**src/design/fcl_pkg.sv**
```systemverilog
package fcl_pkg;

  // Field widths fixed by the interface
  localparam int OP_W       = 2;
  localparam int ROW_W      = 6;
  localparam int COL_W      = 9;
  localparam int VALUE_W    = 16;
  localparam int NEURON_W   = 6;
  localparam int SUM_W      = 32;
  localparam int IN_CNT_W   = 10;
  localparam int OUT_CNT_W  = 7;
  localparam int CFG_IDX_W  = 2;
  localparam int CFG_DATA_W = 10;

  // Default sizes of the stores
  localparam int DEF_MAX_INPUTS  = 512;
  localparam int DEF_MAX_OUTPUTS = 64;

  // Register reset values
  localparam logic [IN_CNT_W-1:0]  INPUT_COUNT_RST  = IN_CNT_W'(400);
  localparam logic [OUT_CNT_W-1:0] OUTPUT_COUNT_RST = OUT_CNT_W'(64);

  // Saturation limits of the result
  localparam logic [SUM_W-1:0] SUM_MAX = 32'h7FFF_FFFF;
  localparam logic [SUM_W-1:0] SUM_MIN = 32'h8000_0000;

  typedef enum logic [OP_W-1:0] {
    OP_WRITE_WEIGHT = 2'd0,
    OP_WRITE_ACT    = 2'd1,
    OP_RUN          = 2'd2
  } op_t;

  typedef enum logic [CFG_IDX_W-1:0] {
    REG_INPUT_COUNT  = 2'd0,
    REG_OUTPUT_COUNT = 2'd1
  } reg_idx_t;

  // Controller -> datapath
  typedef struct packed {
    logic wr_weight;
    logic wr_act;
    logic issue;
    logic load_out;
    logic last;
  } dp_cmd_t;

  // Datapath -> controller
  typedef struct packed {
    logic busy;
    logic out_free;
  } dp_stat_t;

  // Index width for a store of n entries, at least one bit
  function automatic int idx_w(input int n);
    return (n > 1) ? $clog2(n) : 1;
  endfunction

endpackage

```
**src/design/fcl_ctrl.sv**
```systemverilog
module fcl_ctrl
  import fcl_pkg::*;
#(
  parameter int MAX_INPUTS  = DEF_MAX_INPUTS,
  parameter int MAX_OUTPUTS = DEF_MAX_OUTPUTS
) (
  input  logic                                        clk,
  input  logic                                        rst,
  input  logic                                        in_valid,
  output logic                                        in_ready,
  input  logic [OP_W-1:0]                             op,
  input  logic                                        cfg_valid,
  output logic                                        cfg_ready,
  input  logic [CFG_IDX_W-1:0]                        cfg_index,
  input  logic [CFG_DATA_W-1:0]                       cfg_data,
  output dp_cmd_t                                     cmd,
  input  dp_stat_t                                    stat,
  output logic [idx_w(MAX_INPUTS*MAX_OUTPUTS)-1:0]    rd_waddr,
  output logic [idx_w(MAX_INPUTS)-1:0]                rd_aaddr,
  output logic [idx_w(MAX_OUTPUTS)-1:0]               neuron_idx
);

  localparam int NIN_W   = $clog2(MAX_INPUTS + 1);
  localparam int NOUT_W  = $clog2(MAX_OUTPUTS + 1);
  localparam int N_W     = idx_w(MAX_OUTPUTS);
  localparam int AADDR_W = idx_w(MAX_INPUTS);
  localparam int WADDR_W = idx_w(MAX_INPUTS * MAX_OUTPUTS);

  typedef enum logic [1:0] {
    S_IDLE,
    S_MAC,
    S_EMIT
  } state_t;

  state_t               state;
  logic [IN_CNT_W-1:0]  input_count;
  logic [OUT_CNT_W-1:0] output_count;
  logic [NIN_W-1:0]     i_cnt;
  logic [N_W-1:0]       n_cnt;
  logic [WADDR_W-1:0]   row_base;
  logic [NIN_W-1:0]     nin;
  logic [NOUT_W-1:0]    nout;

  // Clamp counts to the store size
  always_comb begin
    nin  = (32'(input_count) > 32'(MAX_INPUTS)) ? NIN_W'(MAX_INPUTS) : NIN_W'(input_count);
    nout = (32'(output_count) > 32'(MAX_OUTPUTS)) ?
           NOUT_W'(MAX_OUTPUTS) : NOUT_W'(output_count);
  end

  assign in_ready   = (state == S_IDLE);
  assign cfg_ready  = 1'b1;
  assign rd_aaddr   = AADDR_W'(i_cnt);
  assign rd_waddr   = row_base + WADDR_W'(i_cnt);
  assign neuron_idx = n_cnt;

  always_comb begin
    cmd.wr_weight = (state == S_IDLE) && in_valid && (op == OP_WRITE_WEIGHT);
    cmd.wr_act    = (state == S_IDLE) && in_valid && (op == OP_WRITE_ACT);
    cmd.issue     = (state == S_MAC) && (i_cnt != nin);
    cmd.load_out  = (state == S_EMIT) && !stat.busy && stat.out_free;
    cmd.last      = (NOUT_W'(n_cnt) == (nout - NOUT_W'(1)));
  end

  always_ff @(posedge clk) begin
    if (rst) begin
      state        <= S_IDLE;
      input_count  <= INPUT_COUNT_RST;
      output_count <= OUTPUT_COUNT_RST;
      i_cnt        <= '0;
      n_cnt        <= '0;
      row_base     <= '0;
    end else begin
      if (cfg_valid) begin
        case (cfg_index)
          REG_INPUT_COUNT:  input_count  <= cfg_data[IN_CNT_W-1:0];
          REG_OUTPUT_COUNT: output_count <= cfg_data[OUT_CNT_W-1:0];
          default: ;
        endcase
      end
      case (state)
        S_IDLE: begin
          if (in_valid && (op == OP_RUN) && (nout != '0)) begin
            state    <= S_MAC;
            i_cnt    <= '0;
            n_cnt    <= '0;
            row_base <= '0;
          end
        end
        S_MAC: begin
          if (i_cnt == nin) begin
            state <= S_EMIT;
          end else begin
            i_cnt <= i_cnt + NIN_W'(1);
          end
        end
        S_EMIT: begin
          if (cmd.load_out) begin
            if (cmd.last) begin
              state <= S_IDLE;
            end else begin
              state    <= S_MAC;
              i_cnt    <= '0;
              n_cnt    <= n_cnt + N_W'(1);
              row_base <= row_base + WADDR_W'(MAX_INPUTS);
            end
          end
        end
        default: state <= S_IDLE;
      endcase
    end
  end

  a_issue_in_range: assert property (@(posedge clk) disable iff (rst)
    cmd.issue |-> (i_cnt < nin))
    else $error("read issued past the end of the row");

  a_last_ends_run: assert property (@(posedge clk) disable iff (rst)
    (cmd.load_out && cmd.last) |=> (state == S_IDLE))
    else $error("run did not end after the final neuron");

  a_no_accept_in_run: assert property (@(posedge clk) disable iff (rst)
    (state != S_IDLE) |-> !(cmd.wr_weight || cmd.wr_act))
    else $error("store write during a run");

endmodule

```
**config.mk**
```make
export PLATFORM = sky130hd
export DESIGN_NAME = fcl_ctrl
export DESIGN_NICKNAME = d
export VERILOG_FILES = /design/src/design/fcl_pkg.sv /design/src/design/fcl_ctrl.sv
export SDC_FILE = /design/constraint.sdc
export NUM_CORES = 1
export LEC_CHECK = 0
export BUFFER_PORTS_ARGS = -buffer_cell sky130_fd_sc_hd__buf_2
export CELL_PAD_IN_SITES_DETAIL_PLACEMENT = 1
export CELL_PAD_IN_SITES_GLOBAL_PLACEMENT = 1
export CORE_MARGIN = 3
export CORE_UTILIZATION = 40
export CTS_CLUSTER_DIAMETER = 150
export DETAILED_ROUTE_END_ITERATION = 7
export PLACE_DENSITY_LB_ADDON = 0.1
export REMOVE_ABC_BUFFERS = 1
export SLEW_MARGIN = 10
export SYNTH_ARGS = -nofsm -noshare
export SYNTH_HDL_FRONTEND = slang
export SYNTH_SLANG_ARGS = --single-unit
```
**constraint.sdc**
```tcl
create_clock -name clk -period 3.9 [get_ports clk]
set_input_delay 0.585 -clock clk [delete_from_list [all_inputs] [get_ports clk]]
set_output_delay 0.585 -clock clk [all_outputs]
set_load 0.005 [all_outputs]
```
# == After elaboration in Yosys (flattened, before gate mapping) ==
# Index checks and enable logic that the tools add are counted.
# totals
mem_bits_rw,0
memories,0
romBits,0
word_cells,66
out_inout_bits,37
latch_bits,0
in_bits,20
regBits,50
# classes
div,0
eq_ne,13
n_mul,0
addsub,5
n_shift,0
n_reduce_logical,20
bitwise_logic,0
order_cmp,2
muxes,20
# ops
cell,n
10-bit two-way mux,5
15-bit two-way mux,3
10-bit one-hot mux with 3 select lines,1
15-bit one-hot mux with 2 select lines,1
6-bit two-way mux,3
15-bit by 10-bit adder with 15-bit output,1
"15-bit by 10-bit adder with 15-bit output, second input constant",1
6-bit one-hot mux with 2 select lines,1
"10-bit by 1-bit adder with 10-bit output, second input constant",1
10-bit equality test,1
"10-bit greater-than comparator, second input constant",1
10-bit inequality test,1
1-bit logical AND,8
6-bit by 7-bit equality test with 1-bit output,1
"7-bit greater-than comparator, second input constant",1
7-bit two-way mux,1
7-bit nonzero test,1
"7-bit by 1-bit subtractor with 7-bit output, second input constant",1
"6-bit by 1-bit adder with 6-bit output, second input constant",1
"2-bit by 1-bit equality test with 1-bit output, second input constant",3
2-bit logical NOT,3
2-bit two-way mux,3
"2-bit inequality test, second input constant",3
2-bit one-hot mux with 3 select lines,1
10 further kinds,13

# == Logic depth before layout (Yosys ltp) ==
# Gate-level depths: netlist (run 1).
# logic_depth
depth_word,7
mapped_depth,13
ltp_nobuf,10

# == Worst setup path before layout (run 1) ==
# Ideal clock, no wire load.
# synth_path
path_type,register to register
startpoint,register output_count[6]
endpoint,register i_cnt[1]
required_time_ns,3.785
setup_ns,0.115
period_less_slack_ns,3.028
path_slack_ns,0.872
n_path_buf,4
arrival_time_ns,2.913
path_stages_with_launch,14
cell_sequence,dfxtp_1 -> buf_2 -> nand2b_1 -> ha_1 -> or3b_1 -> a221oi_2 -> xnor2_1 -> or4_1 -> buf_2 -> a221oi_4 -> buf_6 -> buf_12 -> nor3b_1 -> o21a_1
# synth_between
elab_chain_cells,6
elab_cells_between_ends,9
cone_classes,1 x add/sub; 1 x order compare; 3 x eq/ne; 1 x mux; 3 x reduce/logical
# synth_lines
element,line,text
"start, declared",fcl_ctrl.sv:37,logic [OUT_CNT_W-1:0] output_count;
"start signal, assigned",fcl_ctrl.sv:77,REG_OUTPUT_COUNT: output_count <= cfg_data[OUT_CNT_W-1:0];
7-bit greater-than comparator,fcl_ctrl.sv:47,nout = (32'(output_count) > 32'(MAX_OUTPUTS)) ?
7-bit two-way mux (*),fcl_ctrl.sv:47,
7-bit by 1-bit subtractor with 7-bit output or 7-bit nonzero test (tied branches),"fcl_ctrl.sv:62, fcl_ctrl.sv:83",
6-bit by 7-bit equality test with 1-bit output or 1-bit logical AND (tied branches),"fcl_ctrl.sv:62, fcl_ctrl.sv:83",
2-bit inequality test (no line) or 2-bit by 1-bit inequality test with 1-bit output (tied branches),n/a,
5-bit AND reduction (no line) (*),n/a,
"end signal, assigned",fcl_ctrl.sv:94,i_cnt <= i_cnt + NIN_W'(1);
"end, declared",fcl_ctrl.sv:38,logic [NIN_W-1:0] i_cnt;
# Mark *: on every way between the ends. The rest lies on a longest branch, timed or not.
# A chain may end at the register's enable or synchronous reset.

==> results of run 1 <==
[metal layers]
layer / GRT usage [%] / vias up / wire length (um)
li1: - / 1184 / -
met1: 24.45 / 1178 / 3077
met2: 31.29 / 40 / 3128
met3: 3.802 / 5 / 254
met4: 4.816 / 0 / 68
met5: 0 / - / 0
[worst max path at each step]
stage	startpoint	end	slack [ps]	cells past startpoint
2_1_floorplan	output_count[6]	i_cnt[1]	720	10
3_3_place_gp	output_count[6]	i_cnt[1]	640	11
3_5_place_dp	output_count[6]	i_cnt[1]	530	11
4_1_cts	output_count[6]	cmd[0]	370	9
5_1_grt	output_count[6]	cmd[0]	130	9
6_report	output_count[6]	cmd[0]	410	9
[kinds of logic after synthesis]
| logic type | after synthesis | synth area share (%) |
|---|---|---|
| buffers and inverters | 49 | 10.25 |
| AO/OA/AOI/OAI | 71 | 19.62 |
| other | 1 | 0.1449 |
| adder cells (fa/ha/maj) | 6 | 2.900 |
| multiplexers | 11 | 4.253 |
| AND/OR/NAND/NOR | 131 | 27.74 |
| XOR/XNOR | 10 | 3.384 |
| flip-flops | 41 | 31.71 |
[final cells by class]
| type | instances | share of cell area, % |
|---|---|---|
| clock buffer | 5 | 2.421 |
| inverter | 13 | 1.717 |
| sequential | 41 | 28.87 |
| clock inverter | 3 | 0.6162 |
| timing repair buffer | 57 | 10.21 |
| multi-input combinational | 230 | 52.86 |
| tap | 75 | 3.301 |
[per-stage QoR]
step	instance area, um^2	cells	hold slack, ps	setup slack [ps]
after floorplan	2372	284	438.9	724.1
after global placement	2756	416	463.6	644.4
after detailed placement	2756	416	483.6	534.7
after CTS	2843	424	487.3	371.8
after global routing	2843	424	496.6	132.2
final	2843	424	490.3	405.9
[power by group through the flow]
stage               clock, mW  sequential, mW  combinational [mW]
floorplan                   0           0.447              0.0499
global placement            0           0.450              0.0821
detailed placement          0           0.451              0.0841
CTS                     0.297           0.441              0.0847
global route            0.317           0.443              0.0941
finish                  0.284           0.441              0.0835
[synthesized netlist by cell type, types with 8 or more instances]
| master | number | area, um^2 |
|---|---|---|
| mux2i_1 | 11 | 110.1 |
| a21oi_2 | 8 | 70.07 |
| nand2_1 | 32 | 120.1 |
| o31ai_1 | 13 | 97.59 |
| buf_4 | 14 | 105.1 |
| dfxtp_1 | 41 | 820.8 |
| inv_1 | 13 | 48.80 |
| nor2_1 | 18 | 67.56 |
| or4_1 | 13 | 97.59 |
| xnor2_1 | 8 | 70.07 |
| nand3_1 | 13 | 65.06 |
| a21oi_1 | 23 | 115.1 |
| clkbuf_1 | 16 | 60.06 |
| nor2b_1 | 8 | 50.05 |
[critical path, cell delays in order (launching register included)]
cell,delay [ps]
dfxtp_1,550
nor2b_1,140
inv_1,110
ha_1,250
or3b_1,380
a221oi_2,260
xnor2_1,90
or4_1,630
inv_1,90
buf_2,110
[flip-flops by register name, indices dropped and copies added, names as in the netlist]
name,flops
neuron_idx,6
input_count,10
state,2
row_base,6
i_cnt,10
output_count,7
==> impl_results.md, run 1 <==
* CP Capture Type: output port
* Initial antenna violation count at 0
* Die ar. at 7473 um^2
* Reg2reg end: row_base[12]
* Mean Syn Cell Area at 8.090 um^2
* Clock skew at 4.234 ps
* Layout cell share with drive strength beyond 1 at 22.35%
* Vias in the first global route at 2349
* Die Height at 86.45 um
* Max Cap Viol at 0
* Sequential share of power at 54.5%
* Area grow syn2layout at 9.812%
* Reg2Reg Depth at 11
* Final setup viols at 0
* Leakage at 1.156 nW
* Share of the yosys chip area belonging to registers at 31.71%
* First-pass GRT wire length at 11.30 mm
* R2R Setup Slk at 530 ps
* Port bufs at 55
* CTS HTree Levels at 2
* Final min period at 3494 ps
* Total power draw at 0.8085 mW
* Most frequent cells in the layout: buf_2, dfxtp_1, nand2_1
* DP HPWL at 4.938 mm
* Rows at 28
* Layout fillers at 780
* FF+latch count, synth at 41
* Worst EP required at 3310 ps
* Critical R2R Launch: output_count[6]
* Core ar. at 6096 um^2
* Fin. max-slew vios at 0
* Ys async rst share at 0%
* Commonest non-fill, non-tap cell in the layout: buf_2
* CTS tree: yes
* P_sw at 0.2215 mW
* ANT cells at 0
* Multi-input gate area at 1503 um^2
* GP Congestion at 0.7674
* Clock Tree Buf Depth at 2
* Worst-margin pin slew at 1074 ps
* Fin crit share at 89.59%
* Synth warnings at 0
* # resized after CTS at 0
* Crit start category: flop
* HP Start: input_count[0]
* Clk Latency, worst-skew pair at 300 ps
* CTS Hold Bufs at 0
* Util after Layout at 46.63%
* Post-DRT Antenna Nets at 0
* Clock sink total at 41
* Setup TNS at 0 ps
* Starting Density at 42.47%
* 1st-iter DRT viols at 149
* PwrDens at 284.4 nW/um^2
* Final Hold Vio Count at 0
* Hold Path Class: reg2reg
* DRC Markers at 0
* Pin count of the biggest net entering global routing at 25
* WS Path Type: reg2out
* Routed wire length at 6.527 mm
* Final nets at 374
* Sw Ratio at 27.40%
* Outcome: finished clean
* Clock group share of total power at 35.2%
* Synth cell types at 53
* Max Freq at 0.2862 GHz
* Combinational share of power at 10.3%
* Initial DRT Pass Iterations at 4
* Die Wd at 86.45 um
* Vias at 2407
* Num CTS Buffers at 5
* Hold EP: input_count[0]
* Routed wire per std cell at 15.39 um
* Clk pin slew, worst setup/hold paths at 80 ps
* Max VDD drop at 132.6 uV
* Rel. slew slack at 28.27%
* GRT overflow at 0
* Number of synthesized flops with an enable pin at 0
* CTS Root Cell: clkbuf_8
* Via-per-instance ratio at 5.677
* Post-CTS Setup Inserts at 0
* Mapped Area at 2589 um^2
* Sequential cell area at 820.8 um^2
* Largest driver fanout on the critical path at 12
* GRT Total Usage at 18.67%
* Top_reg_cell synth: dfxtp_1
* Gate Count Post-Synth at 320
* IO Pins at 57
* WHS Path Cells at 2
* RSZ-0062 raised after global routing: false
* Int Pwr at 0.5870 mW
* Crit path arrival time at 2910 ps
Power figures use the tool's default switching activity.
==> inputs of run 2 (changes only) <==
--- a/config.mk
+++ b/config.mk
@@ -14,6 +14,7 @@
 export DETAILED_ROUTE_END_ITERATION = 7
 export PLACE_DENSITY_LB_ADDON = 0.1
 export REMOVE_ABC_BUFFERS = 1
+export SETUP_SLACK_MARGIN = 0.5
 export SLEW_MARGIN = 10
 export SYNTH_ARGS = -nofsm -noshare
 export SYNTH_HDL_FRONTEND = slang
==> impl_results.md, run 2 (synthesis results as in run 1) <==
* Outcome: finished clean
* Final setup viols at 0
* Most frequent cells in the layout: buf_2, dfxtp_1, nand2_1
* Worst EP required at 3310 ps
* Initial DRT Pass Iterations at 4
* GP Congestion at 0.7674
* IO Pins at 57
* Layout cell share with drive strength beyond 1 at 23.21%
* Hold EP: input_count[0]
* Final Hold Vio Count at 0
* R2R Setup Slk at 800 ps
* # resized after CTS at 1
* Clk Latency, worst-skew pair at 300 ps
* Area grow syn2layout at 10.58%
* Grt peak-use layer: met2
* DP HPWL at 4.938 mm
* Final min period at 3232 ps
* Leakage at 1.159 nW
* Reg2Reg Depth at 11
* Via-per-instance ratio at 5.679
* CTS HTree Levels at 2
* Layout fillers at 776
* Critical Path Max Stage Delay at 540 ps
* Clock skew at 3.075 ps
* CP Buf/Inv Count at 3
* Rows at 28
* Die Wd at 86.45 um
* Starting Density at 42.47%
* Max stage delay cell, worst path: or4_4
* Num CTS Buffers at 5
* Met2 Use GR at 31.29%
* Fin crit share at 82.86%
* Crit start category: flop
* Largest registers: i_cnt (10), input_count (10), output_count (7)
* Setup TNS at 0 ps
* GR met1 Demand/Resource at 24.45%
* Total power draw at 0.8096 mW
* Die Height at 86.45 um
* RSZ-0062 raised after global routing: false
* First-pass GRT wire length at 11.30 mm
* Hold Path Class: reg2reg
* Routed wire per std cell at 15.75 um
* Worst-path cell chain: nor2b_1, inv_1, ha_4, or3b_1, a221oi_2, xnor2_1, or4_4, inv_1, buf_2
* Port bufs at 55
* Clk pin slew, worst setup/hold paths at 80 ps
* GRT Total Usage at 18.67%
* Worst-margin pin slew at 1074 ps
* ANT cells at 0
* Vias in the first global route at 2349
* Initial antenna violation count at 0
* Final nets at 374
* Vias at 2408
* WS Path Type: reg2out
* GRT overflow at 0
* Core ar. at 6096 um^2
* Routed wire length at 6.679 mm
* Fin. max-slew vios at 0
* Reg2reg end: i_cnt[1]
* Die ar. at 7473 um^2
* PwrDens at 282.8 nW/um^2
* Largest driver fanout on the critical path at 7
* Rel. slew slack at 28.27%
* Max Cap Viol at 0
* CTS Hold Bufs at 0
* Post-DRT Antenna Nets at 0
* Post-CTS Setup Inserts at 0
* DRC Markers at 0
* 1st-iter DRT viols at 95
* Most common cell on crit path: inv_1
* GRT met3 Usage at 3.802%
* Clock sink total at 41
* Commonest non-fill, non-tap cell in the layout: buf_2
* HP Start: input_count[0]
* Max Freq at 0.3094 GHz
* CTS tree: yes
* CTS Root Cell: clkbuf_8
* Max VDD drop at 132.1 uV
* Critical R2R Launch: output_count[0]
* WHS Path Cells at 2
* Clock Tree Buf Depth at 2
* Kind of cell adding the most delay to the critical path: simple AND/OR/NAND/NOR gates
* Crit path arrival time at 2650 ps
* Pin count of the biggest net entering global routing at 25
* CP Capture Type: output port
==> run 2: cell counts in the layout (fill, tap and decap cells not counted) <==
Identical to the previous run, type by type.
==> run 2: power by group <==
part	switching, mW	internal (mW)	leakage [nW]	total (mW)
sequential	0.0141	0.426	0.332	0.441
clock	0.161	0.124	0.0439	0.285
combinational	0.0473	0.0367	0.783	0.0840
==> run 2: final cells by class <==
class | count | area (um^2) | area share, %
multi-input cells | 230 | 1519 | 53.06
flip-flops and latches | 41 | 824.5 | 28.80
repair buffers | 57 | 290.3 | 10.14
well taps | 75 | 93.84 | 3.278
clock buffers | 5 | 68.82 | 2.404
inverters | 13 | 48.80 | 1.705
clock inverters | 3 | 17.52 | 0.6119
==> run 2: metrics by stage <==
stage	worst slack [ps]	area [um^2]	hold slack (ps)	util, %	std cells
finish	668.4	2863	490.4	46.96	424
global route	515.2	2863	496.5	46.96	424
CTS	520.7	2844	487.3	46.65	424
detailed placement	534.7	2756	483.6	45.22	416
global placement	644.4	2756	463.6	45.22	416
floorplan	724.1	2372	438.9	-	284
==> run 2: worst max-delay path by stage <==
stage                               start       end  slack [ps]  depth (start not counted)
after detailed placement  output_count[6]  i_cnt[1]         530                         11
after CTS                 output_count[0]    cmd[0]         520                          9
final                     output_count[0]    cmd[0]         670                          9
after floorplan           output_count[6]  i_cnt[1]         720                         10
after global routing      output_count[0]    cmd[0]         520                          9
after global placement    output_count[6]  i_cnt[1]         640                         11
==> run 2: routing by layer <==
layer	routed length [um]	part of all wire, %	vias up
li1	-	-	1184
met1	3122	47	1177
met2	3228	48	41
met3	259	3.9	6
met4	70	1.0	0
met5	0	0	-
==> run 2: worst min-delay path, stage by stage (launching register included) <==
cell and delay, ps:
dfxtp_1 330, nand2_1 60, a21oi_1 60
==> inputs of run 3 (changes only) <==
--- a/config.mk
+++ b/config.mk
@@ -5,11 +5,12 @@
 export SDC_FILE = /design/constraint.sdc
 export NUM_CORES = 1
 export LEC_CHECK = 0
+export ABC_AREA = 1
 export BUFFER_PORTS_ARGS = -buffer_cell sky130_fd_sc_hd__buf_2
 export CELL_PAD_IN_SITES_DETAIL_PLACEMENT = 1
 export CELL_PAD_IN_SITES_GLOBAL_PLACEMENT = 1
 export CORE_MARGIN = 3
-export CORE_UTILIZATION = 40
+export CORE_UTILIZATION = 39
 export CTS_CLUSTER_DIAMETER = 150
 export DETAILED_ROUTE_END_ITERATION = 7
 export PLACE_DENSITY_LB_ADDON = 0.1
==> constraint.sdc (replaced) <==
create_clock -name clk -period 3.3 [get_ports clk]
set_input_delay 0.495 -clock clk [delete_from_list [all_inputs] [get_ports clk]]
set_output_delay 0.495 -clock clk [all_outputs]
set_load 0.005 [all_outputs]
==> impl_results.md, run 3 <==
* Number of synthesized flops with an enable pin at 0
* Largest area contributor in the netlist: dfxtp_1
* Port bufs at 55
* Outcome: finished clean
* CP Capture Type: output port
* WS Path Type: reg2out
* Fin crit share at 79.38%
* Util after Layout at 44.71%
* Largest registers: i_cnt (10), input_count (10), output_count (7)
* Commonest non-fill, non-tap cell in the layout: nand2_1
* Area grow syn2layout at 9.884%
* Routed wire per std cell at 13.92 um
* CTS tree: yes
* Final Hold Vio Count at 0
* WHS Path Cells at 3
* Worst-path cell chain: nor2_1, nand3_2, nand2_4, nand2_4, ha_2, xor2_1, nand4_1, nor2_4, nand3_2, inv_1, buf_2
* Final nets at 473
* Max Freq at 0.3817 GHz
* Ys async rst share at 0%
* Setup TNS at 0 ps
* Leakage at 1.400 nW
* Die ar. at 8260 um^2
* Final setup viols at 0
* Most frequent cells in the layout: nand2_1, buf_2, nor2_1
* Vias at 2790
* Max stage delay cell, worst path: dfxtp_1
* Fin. max-slew vios at 0
* Gate Count Post-Synth at 414
* DRC Markers at 0
* RSZ-0062 raised after global routing: false
* GRT Total Usage at 18.62%
* Initial DRT Pass Iterations at 4
* Crit start category: flop
* PwrDens at 332.8 nW/um^2
* Post-synth top area share at 29.21%
* Hold EP: input_count[8]
* Max Cap Viol at 0
* 1st-iter DRT viols at 55
* Starting Density at 40.69%
* Final min period at 2620 ps
* Mapped Area at 2810 um^2
* Rows at 30
* Clk Latency, worst-skew pair at 290 ps
* GRT overflow at 0
* Clk pin slew, worst setup/hold paths at 80 ps
* Critical path origin: output_count[2]
* Share of the yosys chip area belonging to registers at 29.21%
* Max VDD drop at 127.3 uV
* ANT cells at 0
* Synth cell types at 37
* Die Height at 90.89 um
* Clock skew at 8.531 ps
* Crit path arrival time at 2120 ps
* Kind of cell adding the most delay to the critical path: simple AND/OR/NAND/NOR gates
* Hold Path Class: in2reg
* FF+latch count, synth at 41
* Vias in the first global route at 2739
* Mean Syn Cell Area at 6.788 um^2
* Post-DRT Antenna Nets at 0
* Worst-margin pin slew at 538.0 ps
* CP Buf/Inv Count at 2
* Most instantiated cells after synthesis: nand2_1, nor2_1, dfxtp_1
* Via-per-instance ratio at 5.129
* Layout cell share with drive strength beyond 1 at 20.54%
* Synth top area cells: dfxtp_1, nand2_1, nor2_1
* IO Pins at 57
* DP HPWL at 5.924 mm
* Rel. slew slack at 64.10%
* Top_reg_cell synth: dfxtp_1
* Clock sink total at 41
* Die Wd at 90.89 um
* Num CTS Buffers at 5
* Worst EP required at 2800 ps
* Largest driver fanout on the critical path at 7
* Routed wire length at 7.572 mm
* CTS HTree Levels at 2
* R2R Setup Slk at 860 ps
* GP Congestion at 0.7960
* Reg2reg end: row_base[14]
* Critical R2R Launch: output_count[2]
* Synth warnings at 0
* CTS Root Cell: clkbuf_8
* HP Start: cfg_data[8]
* Initial antenna violation count at 0
* Pin count of the biggest net entering global routing at 20
* Core ar. at 6907 um^2
* First-pass GRT wire length at 12.68 mm
* Critical Path Max Stage Delay at 370 ps
* CTS Hold Bufs at 0
* Reg2Reg Depth at 14
* Clock Tree Buf Depth at 2
* Cell with the most instances after synthesis: nand2_1
==> run 3: cell count changes in the layout (fill, tap and decap cells not counted), sizes merged, moves of 13 or more <==
cell	change
nor2	+41
or4	-13
inv	+27
nand3	+21
nand2	+61
o21ai	+14
nand4	+16
==> run 3: where the power goes <==
part | total, mW | switching [mW] | internal, mW | leakage, nW
registers | 0.535 | 0.0235 | 0.511 | 0.333
logic | 0.169 | 0.109 | 0.0605 | 1.02
clock network | 0.324 | 0.177 | 0.147 | 0.0450
==> run 3: kinds of logic (layout without fill, tap and decap cells) <==
| kind of cell | count (synthesis) | count (layout) | synth area share (%) |
|---|---|---|---|
| compound gates | 57 | 57 | 10.82 |
| xor+xnor | 16 | 16 | 4.987 |
| fa+ha+maj | 6 | 6 | 2.671 |
| buf+inv | 72 | 106 | 13.85 |
| flops | 41 | 41 | 29.21 |
| other cells | 1 | 1 | 0.1334 |
| simple gates | 221 | 221 | 38.33 |
==> run 3: metrics by stage <==
step                      total power, mW  hold slack, ps  std cells  worst slack [ps]  instance area [um^2]
after detailed placement           0.7150           501.3        535             707.3                  2978
after floorplan                    0.6542           452.0        383              1053                  2575
after CTS                           1.038           416.4        543             541.5                  3060
after global placement             0.7101           482.3        535             792.3                  2978
after global routing                1.089           427.5        544             500.3                  3088
final                               1.028           424.6        544             680.5                  3088
==> run 3: area by class of cell <==
type	instances	area, um^2
clock buffer	6	72.57
clock inverter	2	10.01
fill	977	3819
inverter	41	153.9
multi-input combinational	301	1620
sequential	41	820.8
tap	96	120.1
timing repair buffer	57	290.3
==> run 3: worst reg2reg max path: stages (launching register included) <==
cell and delay (ps):
dfxtp_1 370, nor2_1 150, nand3_2 110, nand2_4 110
nand2_4 80, ha_2 320, xor2_1 140, nand4_1 140
nor2_4 130, buf_4 130, nand4_4 180, nand2_4 210
nor2_1 60, o21ai_0 160, nor2_1 50
==> run 3: how the worst max path moves through the flow <==
stage                     slack (ps)       end  depth (start not counted)
after floorplan                 1050  i_cnt[1]                         17
after global placement           790  i_cnt[3]                         16
after detailed placement         710  i_cnt[1]                         17
after CTS                        540    cmd[0]                         13
after global routing             500    cmd[0]                         11
final                            680    cmd[0]                         11
==> run 3: per-layer routing <==
metal | part of all wire [%] | vias to the layer above | wire [um] | track usage (%)
li1 | - | 1401 | - | -
met1 | 45 | 1326 | 3410 | 22.56
met2 | 51 | 50 | 3851 | 34.10
met3 | 2.6 | 13 | 195 | 2.833
met4 | 1.5 | 0 | 114 | 4.899
met5 | 0 | - | 0 | 0
==> run 3: repair_timing <==
item	in CTS	in global routing
endpoints found under the setup margin	0	12
setup buffers	0	1
resized for setup	0	5
